File: src/hdl/ssfl_pkg.sv
// Shared types, register codes and the case fold for the substring search block.
// No dependencies; imported by ssfl_cell and substring_search_first_last_core.
package ssfl_pkg;

  localparam int unsigned CharW   = 8;
  localparam int unsigned LenW    = 4;
  localparam int unsigned IndexW  = 16;
  localparam int unsigned CfgAddrW = 5;
  localparam int unsigned CfgDataW = 64;

  // Register select: paddr[4:3], registers sit on 8-byte boundaries.
  typedef enum logic [1:0] {
    REG_PATTERN_CHARS  = 2'd0,
    REG_PATTERN_LENGTH = 2'd1,
    REG_IGNORE_CASE    = 2'd2,
    REG_SEARCH_LAST    = 2'd3
  } cfg_reg_e;

  typedef struct packed {
    logic [CharW-1:0] text_byte;
    logic             last_byte;
  } in_item_t;

  typedef struct packed {
    logic              found;
    logic [IndexW-1:0] match_index;
    logic              overflow;
  } out_item_t;

  // Per-cycle control broadcast to every cell.
  typedef struct packed {
    logic advance;      // byte accepted and compared
    logic clear;        // end of text, drop partial matches
    logic ignore_case;
  } cell_ctrl_t;

  // ASCII A..Z to a..z when folding is on.
  function automatic logic [CharW-1:0] fold(input logic [CharW-1:0] c, input logic ic);
    logic [CharW-1:0] r;
    r = c;
    if (ic && c >= 8'h41 && c <= 8'h5A) begin
      r = c + 8'h20;
    end
    return r;
  endfunction

endpackage

File: src/hdl/ssfl_cell.sv
// One shift-and cell: holds the partial match bit for one pattern position.
// Depends on ssfl_pkg (cell_ctrl_t, fold).
module ssfl_cell (
  input  logic                   clk_i,
  input  logic                   rst_ni,
  input  ssfl_pkg::cell_ctrl_t   ctrl_i,
  input  logic [7:0]             text_i,     // already folded
  input  logic [7:0]             pat_byte_i,
  input  logic                   enable_i,   // position is inside the pattern
  input  logic                   prev_i,     // neighbor's held bit
  output logic                   hit_d_o,
  output logic                   hit_q_o
);
  import ssfl_pkg::*;

  logic hit_d, hit_q;

  assign hit_d = prev_i & enable_i & (fold(pat_byte_i, ctrl_i.ignore_case) == text_i);

  always_ff @(posedge clk_i or negedge rst_ni) begin
    if (!rst_ni) begin
      hit_q <= 1'b0;
    end else if (ctrl_i.clear) begin
      hit_q <= 1'b0;
    end else if (ctrl_i.advance) begin
      hit_q <= hit_d;
    end
  end

  assign hit_d_o = hit_d;
  assign hit_q_o = hit_q;

endmodule

File: src/hdl/substring_search_first_last_core.sv
// Top level of the streaming substring search (first or last occurrence).
// Depends on ssfl_pkg and ssfl_cell.
//
//  channel   | handshake                     | payload
//  ----------+-------------------------------+------------------------------------
//  in        | in_valid_i / in_ready_o       | in_data_i  : text_byte, last_byte
//  out       | out_valid_o / out_ready_i     | out_data_o : found, match_index,
//            |                               |              overflow
//  config    | psel, penable, pwrite, pready | paddr, pwdata, prdata (64 bit)
//
// One byte per cycle while the input is not stalled: every byte is compared in all cells at once, and the
// partial match bits advance one cell per accepted byte.
// A last byte's item is loaded into the output register at the clock edge that accepts the byte.
// Input stalls only while the output register is full and not being taken.
// Reset clears the cells, text counters and output valid; registers go to
// pattern 0, length 1, case folding and last-search off.
module substring_search_first_last_core #(
  parameter int unsigned PATTERN_MAX = 8,     // 1..8 cells
  parameter int unsigned TEXT_MAX    = 65536  // 2..65536 compared bytes
) (
  input  logic                                clk_i,
  input  logic                                rst_ni,
  // byte stream
  input  logic                                in_valid_i,
  output logic                                in_ready_o,
  input  ssfl_pkg::in_item_t                  in_data_i,
  // result stream
  output logic                                out_valid_o,
  input  logic                                out_ready_i,
  output ssfl_pkg::out_item_t                 out_data_o,
  // configuration
  input  logic                                psel,
  input  logic                                penable,
  input  logic                                pwrite,
  input  logic [ssfl_pkg::CfgAddrW-1:0]       paddr,
  input  logic [ssfl_pkg::CfgDataW-1:0]       pwdata,
  output logic [ssfl_pkg::CfgDataW-1:0]       prdata,
  output logic                                pready
);
  import ssfl_pkg::*;

  // Position counter saturates at TEXT_MAX, so it must hold TEXT_MAX itself.
  localparam int unsigned PosW = $clog2(TEXT_MAX + 1);
  localparam logic [PosW-1:0] TextMaxP = PosW'(TEXT_MAX);

  // ---------------------------------------------------------------- config
  logic [63:0]     pattern_q;
  logic [LenW-1:0] length_q;
  logic            icase_q;
  logic            slast_q;
  logic            cfg_wr;
  cfg_reg_e        cfg_sel;

  assign pready  = 1'b1;
  assign cfg_wr  = psel & penable & pwrite;
  assign cfg_sel = cfg_reg_e'(paddr[4:3]);

  always_ff @(posedge clk_i or negedge rst_ni) begin
    if (!rst_ni) begin
      pattern_q <= '0;
      length_q  <= LenW'(1);
      icase_q   <= 1'b0;
      slast_q   <= 1'b0;
    end else if (cfg_wr) begin
      unique case (cfg_sel)
        REG_PATTERN_CHARS:  pattern_q <= pwdata;
        REG_PATTERN_LENGTH: length_q  <= pwdata[LenW-1:0];
        REG_IGNORE_CASE:    icase_q   <= pwdata[0];
        REG_SEARCH_LAST:    slast_q   <= pwdata[0];
        default: ;
      endcase
    end
  end

  always_comb begin
    unique case (cfg_sel)
      REG_PATTERN_CHARS:  prdata = pattern_q;
      REG_PATTERN_LENGTH: prdata = CfgDataW'(length_q);
      REG_IGNORE_CASE:    prdata = CfgDataW'(icase_q);
      REG_SEARCH_LAST:    prdata = CfgDataW'(slast_q);
      default:            prdata = '0;
    endcase
  end

  // Pattern length in use: zero counts as one, clamp to the cell count.
  logic [LenW-1:0] len_eff;
  always_comb begin
    if (length_q == '0) begin
      len_eff = LenW'(1);
    end else if (length_q > LenW'(PATTERN_MAX)) begin
      len_eff = LenW'(PATTERN_MAX);
    end else begin
      len_eff = length_q;
    end
  end

  // ---------------------------------------------------------------- handshake
  logic out_valid_q;
  out_item_t out_data_q;
  logic in_fire;

  assign in_ready_o = ~out_valid_q | out_ready_i;
  assign in_fire    = in_valid_i & in_ready_o;

  // ---------------------------------------------------------------- text state
  logic [PosW-1:0]   pos_q;
  logic              have_q;
  logic [IndexW-1:0] best_q;
  logic              exceeded_q;
  logic              in_range;
  cell_ctrl_t        ctrl;
  logic [7:0]        text_f;

  assign in_range         = pos_q < TextMaxP;
  assign ctrl.advance     = in_fire & in_range;
  assign ctrl.clear       = in_fire & in_data_i.last_byte;
  assign ctrl.ignore_case = icase_q;
  assign text_f           = fold(in_data_i.text_byte, icase_q);

  // ---------------------------------------------------------------- cell chain
  logic [PATTERN_MAX-1:0] hit_d, hit_q, cell_en, tail_sel;

  for (genvar j = 0; j < PATTERN_MAX; j++) begin : g_cell
    logic prev;
    if (j == 0) begin : g_head
      assign prev = 1'b1;           // a new match may start at any byte
    end else begin : g_link
      assign prev = hit_q[j-1];
    end
    assign cell_en[j]  = LenW'(j) < len_eff;
    assign tail_sel[j] = LenW'(j + 1) == len_eff;

    ssfl_cell u_cell (
      .clk_i      (clk_i),
      .rst_ni     (rst_ni),
      .ctrl_i     (ctrl),
      .text_i     (text_f),
      .pat_byte_i (pattern_q[8*j +: 8]),
      .enable_i   (cell_en[j]),
      .prev_i     (prev),
      .hit_d_o    (hit_d[j]),
      .hit_q_o    (hit_q[j])
    );
  end

  // Full match when the cell for the last pattern byte fires this byte.
  logic              match;
  logic [PosW-1:0]   start_pos;
  logic              have_new;
  logic [IndexW-1:0] best_new;
  logic              exceeded_new;

  assign match        = ctrl.advance & |(hit_d & tail_sel);
  assign start_pos    = pos_q - PosW'(len_eff - LenW'(1));
  assign have_new     = have_q | match;
  assign best_new     = (match && (slast_q || !have_q)) ? IndexW'(start_pos) : best_q;
  assign exceeded_new = exceeded_q | (in_fire & ~in_range);

  always_ff @(posedge clk_i or negedge rst_ni) begin
    if (!rst_ni) begin
      pos_q      <= '0;
      have_q     <= 1'b0;
      best_q     <= '0;
      exceeded_q <= 1'b0;
    end else if (ctrl.clear) begin
      pos_q      <= '0;
      have_q     <= 1'b0;
      best_q     <= '0;
      exceeded_q <= 1'b0;
    end else if (in_fire) begin
      if (in_range) begin
        pos_q <= pos_q + PosW'(1);
      end
      have_q     <= have_new;
      best_q     <= best_new;
      exceeded_q <= exceeded_new;
    end
  end

  // ---------------------------------------------------------------- output register
  always_ff @(posedge clk_i or negedge rst_ni) begin
    if (!rst_ni) begin
      out_valid_q <= 1'b0;
    end else if (in_fire) begin
      out_valid_q <= in_data_i.last_byte;
    end else if (out_ready_i) begin
      out_valid_q <= 1'b0;
    end
  end

  always_ff @(posedge clk_i) begin
    if (ctrl.clear) begin
      out_data_q.found       <= have_new;
      out_data_q.match_index <= have_new ? best_new : '0;
      out_data_q.overflow    <= exceeded_new;
    end
  end

  assign out_valid_o = out_valid_q;
  assign out_data_o  = out_data_q;

  // ---------------------------------------------------------------- checks
  a_last_gives_item: assert property (@(posedge clk_i) disable iff (!rst_ni)
    ctrl.clear |=> out_valid_o)
    else $error("last byte did not produce an item");

  a_text_cleared: assert property (@(posedge clk_i) disable iff (!rst_ni)
    ctrl.clear |=> (pos_q == '0 && hit_q == '0 && !have_q && !exceeded_q))
    else $error("text state not cleared after last byte");

  a_pos_bound: assert property (@(posedge clk_i) disable iff (!rst_ni)
    pos_q <= TextMaxP)
    else $error("byte position past limit");

  a_index_zero: assert property (@(posedge clk_i) disable iff (!rst_ni)
    (out_valid_o && !out_data_o.found) |-> out_data_o.match_index == '0)
    else $error("index set without a match");

  a_no_cell_past_len: assert property (@(posedge clk_i) disable iff (!rst_ni)
    (hit_d & ~cell_en) == '0)
    else $error("cell beyond pattern length matched");

endmodule
File: config.mk
export PLATFORM = sky130hd
export DESIGN_NAME = substring_search_first_last_core
export DESIGN_NICKNAME = d
export VERILOG_FILES = /design/src/hdl/ssfl_pkg.sv /design/src/hdl/ssfl_cell.sv /design/src/hdl/substring_search_first_last_core.sv
export SDC_FILE = /design/constraint.sdc
export NUM_CORES = 1
export LEC_CHECK = 0
export BUFFER_PORTS_ARGS = -buffer_cell sky130_fd_sc_hd__buf_2
export CAP_MARGIN = 40
export CORE_AREA = 2 2 148 150
export DETAILED_ROUTE_END_ITERATION = 8
export DIE_AREA = 0 0 150 152
export PLACE_DENSITY_LB_ADDON = 0.05
export SLEW_MARGIN = 20
export SYNTH_ARGS = -nofsm -noshare
export SYNTH_HDL_FRONTEND = slang
export SYNTH_SLANG_ARGS = --single-unit
File: constraint.sdc
create_clock -name clk_i -period 5.2 [get_ports clk_i]
set_clock_uncertainty 0.05 [all_clocks]
set_input_delay 1.04 -clock clk_i [delete_from_list [all_inputs] [get_ports clk_i]]
set_output_delay 1.04 -clock clk_i [all_outputs]
set_load 0.005 [all_outputs]
Yosys cells after proc, flatten, opt, wreduce, memory -nomap -nowiden --
Cells that the tools add are included.
Storage, ports and cells: word-level logic and storage cells 177, input bits 85, flip-flop bits (word level) 131
Operators by class: magnitude comparators 28, multiplexer cells 38, $add $sub $neg 12, eq/ne operators 19, bitwise gates (word level) 28, reductions and logical operators 33
Operators with widths (count):
- 64-bit one-hot mux with 4 select lines | 1
- 8-bit by 6-bit adder with 8-bit output (second input constant) | 9
- 8-bit by 7-bit >= comparator with 1-bit output (second input constant) | 9
- 8-bit by 7-bit less-or-equal comparator with 1-bit output (second input constant) | 9
- 8-bit 2-to-1 mux | 9
- 8-bit == test | 8
- 17-bit 2-to-1 mux | 3
- 16-bit 2-to-1 mux | 3
- 1-bit bitwise AND | 22
- 1-bit 2-to-1 mux | 20
- 1-bit logical AND | 19
- 17-bit by 1-bit adder with 17-bit output (second input constant) | 1
- 17-bit < comparator (second input constant) | 1
- 3-bit by 4-bit == test with 1-bit output (first input constant) | 4
- 3-bit by 4-bit < comparator with 1-bit output (first input constant) | 4
- 16-bit subtractor | 1
- 2-bit AND reduction | 5
- 8-bit bitwise AND | 1
- 2-bit by 4-bit == test with 1-bit output (first input constant) | 2
- 1-bit by 4-bit < comparator with 1-bit output (first input constant) | 2
- 2-bit by 4-bit < comparator with 1-bit output (first input constant) | 2
- 4-bit 2-to-1 mux | 2
- 2-bit nonzero test | 4
- 8-bit OR reduction | 1
- 12 further kinds | 16

Longest topological paths before layout --
word-level depth 13, gate-level depth with buffers 18, gate-level depth less buffers 17

Cells and area by module --
Synthesis repeated with hierarchy kept, for this count alone.
Second synthesis, totals: cells, all modules 872, area, all modules 8597.0 um^2
Modules (own cells, without submodules):
- substring_search_first_last_core | area each 6475.0 um^2, instances 1, cells an instance 592, sequential area each 3194.3 um^2
- ssfl_cell | area each 265.3 um^2, instances 8, cells an instance 35, sequential area each 25.0 um^2

Least setup slack after synthesis --
No wires, ideal clock.
kind input port to flip-flop, from in in_data_i[3] (netlist name), to reg out_data_q (netlist bit out_data_o[10]) (data pin), cell stages on the path 12, path buffers 2, data arrival time 4.082 ns, slack 0.812 ns, data required time 4.894 ns, cells stage by stage buf_2 -> or4_4 -> o21ai_4 -> mux2_2 -> o311ai_1 -> a22oi_1 -> or4b_1 -> a211o_1 -> a31oi_2 -> a21boi_1 -> buf_2 -> a22o_1
Between the ends: cells in the longest elaborated chain, start to end 11, elaborated cells between the ends (all ways) 28, those cells by class add/sub (1); order compare (2); eq/ne (8); mux (2); bitwise (11); reduce/logical (4)
Ends and longest elaborated chain:
- start: declaration | line substring_search_first_last_core.sv:26 | input ssfl_pkg::in_item_t in_data_i,
- 8-bit by 7-bit >= comparator with 1-bit output | line ssfl_pkg.sv:41 | if (ic && c >= 8'h41 && c <= 8'h5A) begin
- 1-bit logical AND (2 in a row) | line ssfl_pkg.sv:41
- 8-bit 2-to-1 mux (*) | line ssfl_pkg.sv:41
- 8-bit == test | line ssfl_cell.sv:18 | assign hit_d = prev_i & enable_i & (fold(pat_byte_i, ctrl_i.ignore_case) == text_i);
- 1-bit bitwise AND | line ssfl_cell.sv:18
- 8-bit bitwise AND (*) | line substring_search_first_last_core.sv:153 | assign match = ctrl.advance & |(hit_d & tail_sel);
- 8-bit OR reduction (*) | line substring_search_first_last_core.sv:153
- 1-bit bitwise AND (*) | line substring_search_first_last_core.sv:153
- 1-bit logical AND | line substring_search_first_last_core.sv:156 | assign best_new = (match && (slast_q || !have_q)) ? IndexW'(start_pos) : best_q;
- 16-bit 2-to-1 mux | line substring_search_first_last_core.sv:156
- end: declaration | line substring_search_first_last_core.sv:99 | out_item_t out_data_q;
Mark *: on every way between the ends. The rest lies on a longest branch, timed or not. A chain may end at the register's enable or synchronous reset.

Final worst setup path --
from in in_data_i[1] (netlist name), to reg best_q[9]
Between the ends: cells in the longest elaborated chain, start to end 13, elaborated cells between the ends (all ways) 29, those cells by class add/sub (1); order compare (2); eq/ne (8); mux (4); bitwise (10); reduce/logical (4)
Ends and longest elaborated chain:
- 8-bit by 7-bit >= comparator with 1-bit output | line ssfl_pkg.sv:41
- 1-bit logical AND (2 in a row) | line ssfl_pkg.sv:41
- 8-bit 2-to-1 mux (*) | line ssfl_pkg.sv:41
- 8-bit == test | line ssfl_cell.sv:18
- 1-bit bitwise AND | line ssfl_cell.sv:18
- 8-bit bitwise AND (*) | line substring_search_first_last_core.sv:153
- 8-bit OR reduction (*) | line substring_search_first_last_core.sv:153
- 1-bit bitwise AND (*) | line substring_search_first_last_core.sv:153
- 1-bit logical AND (*) | line substring_search_first_last_core.sv:156
- 16-bit 2-to-1 mux (*) | line substring_search_first_last_core.sv:156
- 16-bit 2-to-1 mux (*) | line substring_search_first_last_core.sv:170 | end else if (in_fire) begin
- 16-bit 2-to-1 mux (*) | line substring_search_first_last_core.sv:165 | end else if (ctrl.clear) begin
- end signal: assignment | line substring_search_first_last_core.sv:175 | best_q <= best_new;
- end: declaration | line substring_search_first_last_core.sv:108 | logic [IndexW-1:0] best_q;
Mark *: on every way between the ends. The rest lies on a longest branch, timed or not. The select of a mux whose other input is x is not followed.

==> results.sh <==
export IMPL_dp_hpwl_um=17200
export IMPL_tns_ns=0
export IMPL_grt_pass1_vias=6862
export IMPL_async_flop_share=0.863
export IMPL_synth_top_cells_by_area="dfrtp_1 34%, mux2_2 8.9%, edfxtp_1 6.5%"
export IMPL_n_antenna_cell=0
export IMPL_area_growth_pct=22.0
export IMPL_track_usage=0.213
export IMPL_reg2regPathDepth=17
export IMPL_switchingPower_mw=1.27
export IMPL_pin_count=170
export IMPL_peakVddDrop_mv=0.232
export IMPL_vias_per_cell=5.27
export IMPL_nFillCells=2094
export IMPL_clock_power_share=0.344
export IMPL_end_kind="flop"
export IMPL_post_cts_buffers=0
export IMPL_numClockSinks=131
export IMPL_crit_fanout=16
export IMPL_netlist_instances=824
export IMPL_drt_initial_drc_count=323
export IMPL_ant_nets=0
export IMPL_wire_per_inst_um=18.2
export IMPL_first_pass_iters=5
export IMPL_cts_made_buffers=17
export IMPL_drt_total_wl_um=23500
export IMPL_portBuffers=165
export IMPL_yosys_cell_types_count=80
export IMPL_cts_resized=0
export IMPL_postSynthAreaPerCell_um2=10.1
export IMPL_power_density_nw_per_um2=359
export IMPL_yosysWarnings=0
export IMPL_synth_edf_count=18
export IMPL_max_cap_viol_count=0
export IMPL_cts_clk_slew_worst_paths_ns=0.07
export IMPL_grt_overflow=0
export IMPL_slew_headroom=0.447
export IMPL_synth_area_um2=8350
export IMPL_num_vias=6776
export IMPL_h_tree_depth=4
export IMPL_hold_viol=0
export IMPL_cp_data_required_time_ns=5.53
export IMPL_finalCritPeriodShare=0.828
export IMPL_switching_share=0.346
export IMPL_critPathLaunchType="input pin"
export IMPL_register_area_um2=3370
export IMPL_comb_power_share=0.275
export IMPL_drc=0
export IMPL_setup_viol_count_final=0
export IMPL_seqPwrFrac=0.381
export IMPL_p_leak_nw=4.69
export IMPL_die_w_um=150
export IMPL_hold_path_class="in2async"
export IMPL_core_um2=21400
export IMPL_min_period_ns=4.31
export IMPL_cts_buffer_depth=2
export IMPL_multi_input_area_um2=4710
export IMPL_ys_seq_area_frac=0.403
export IMPL_clk_latency_ns=0.44
export IMPL_holdBufCountCts=0
export IMPL_die_area_um2=22800
export IMPL_fin_cells=1286
export IMPL_intPower_mw=2.40
export IMPL_ff2ff_setup_slack_ns=1.15
export IMPL_gp_congestion=0.804
export IMPL_rsz0062_at_grt="false"
export IMPL_die_y_um=152
export IMPL_nets=1109
export IMPL_max_freq_mhz=232
export IMPL_yosys_area_top_type_share=0.335
export IMPL_root_buffer="clkbuf_16"
export IMPL_tightestPinTransition_ns=0.829
export IMPL_crit_arrival_ns=4.64
export IMPL_antenna_found_initial=2
export IMPL_cts_tree="built"
export IMPL_synth_seq_cells=131
export IMPL_grt_pass1_wl_um=37900
export IMPL_synth_flop_cell="dfrtp_1"
export IMPL_drive_gt1_frac=0.312
export IMPL_std_cell_rows=54
export IMPL_timing_rr_start="length_q[2]"
export IMPL_timing_rr_end="out_data_o[15]"
export IMPL_initial_core_util=0.391
export IMPL_grt_max_degree=55
export IMPL_path_class="in2reg"
export IMPL_synth_largest_area_cell="dfrtp_1"
export IMPL_dp_cells=1253
export IMPL_status="completed"
export IMPL_drv_slew=0
==> critical path, stage by stage <==
cell and delay (ns):
buf_2 0.15, or4_4 0.55, o21ai_4 0.31, o21ba_2 0.37, buf_4 0.23, xor2_1 0.15
nor4_1 0.08, a31oi_1 0.22, a21boi_1 0.32, a31oi_2 0.14, buf_4 0.16, a21oi_2 0.65
a22o_1 0.26
==> worst max path at each step <==
| stage | from | to | slack, ns | cells past startpoint |
|---|---|---|---|---|
| after global placement | in_data_i[6] | best_q[6] | 0.23 | 13 |
| final | in_data_i[1] | best_q[9] | 0.89 | 13 |
| after CTS | in_data_i[1] | best_q[1] | 0.89 | 13 |
| after floorplan | in_data_i[3] | out_data_o[10] | 0.81 | 12 |
| after detailed placement | in_data_i[1] | best_q[10] | 0.44 | 13 |
| after global routing | in_data_i[6] | best_q[1] | 0.68 | 14 |
==> sequential cells by signal (all words and copies together) (netlist names), 4 cells and up <==
signal / flops
best_q: 16
g_cell.u_cell.hit_q_o: 7
length_q: 4
out_data_o: 18
pattern_q: 64
pos_q: 17
==> per-layer routing <==
layer	up-vias	global-route usage	routed length, um
li1	3343	-	-
met1	3273	0.274	10400
met2	133	0.359	11700
met3	23	0.0495	1030
met4	4	0.0548	282
met5	-	0	25
==> layout by cell type (no fill, tap or decap), types with 12 or more instances in the layout <==
cell type	synthesis	layout
buf_2	7	164
dfrtp_1	112	112
mux2_2	66	66
and2_1	55	54
nor2_1	49	47
nand2_1	46	46
xnor2_1	41	41
xor2_1	38	38
a22o_1	32	32
ha_1	30	30
nor3_1	29	29
inv_1	26	26
o21ai_0	24	24
buf_4	2	22
a21oi_1	19	19
edfxtp_1	18	18
clkbuf_16	0	17
nand3_1	15	15
a21o_1	13	13
and3_1	12	12
==> layout make-up <==
cell class	count	share of cell area
clock buffer	17	0.0417
inverter	26	0.00958
sequential	131	0.331
timing repair buffer	189	0.103
multi-input combinational	628	0.462
clock inverter	15	0.0183
tap	280	0.0344
==> power groups by stage <==
stage	clock network (mW)	logic (mW)	registers (mW)
2_1_floorplan	0	0.754	1.32
3_3_place_gp	0	1.01	1.41
3_5_place_dp	0	1.02	1.41
4_1_cts	1.29	1.02	1.40
5_1_grt	1.33	1.14	1.43
6_report	1.26	1.01	1.39
==> cell usage after synthesis, types with 10 or more instances <==
master    instances
dfrtp_1         112
mux2_2           66
and2_1           55
nor2_1           49
nand2_1          46
xnor2_1          41
xor2_1           38
a22o_1           32
ha_1             30
nor3_1           29
inv_1            26
o21ai_0          24
clkbuf_1         22
a21oi_1          19
edfxtp_1         18
nand3_1          15
a21o_1           13
and3_1           12
a31oi_1          11
nor2b_1          11
or3_1            11
nand4_1          10
==> kinds of logic (layout without fill, tap and decap cells) <==
group	count (synthesis)	count (layout)	share of synthesized area
compound gates	163	163	0.151
flops	131	131	0.403
buf+inv	66	247	0.0344
other cells	1	2	0.000449
fa+ha+maj	31	31	0.0473
mux	74	74	0.100
xor+xnor	79	79	0.0828
simple gates	279	279	0.180
==> per-stage QoR <==
step / area (um2) / setup slack, ns / hold slack, ns / utilization / power [mW]
after floorplan: 8360 / 0.812 / 0.392 / - / 2.08
after global placement: 9540 / 0.233 / 0.415 / 0.447 / 2.42
after detailed placement: 9550 / 0.440 / 0.418 / 0.447 / 2.43
after CTS: 10200 / 0.890 / 0.431 / 0.476 / 3.71
after global routing: 10200 / 0.679 / 0.332 / 0.477 / 3.89
final: 10200 / 0.893 / 0.342 / 0.477 / 3.66
Note: power is estimated with default switching activity, not from simulation.
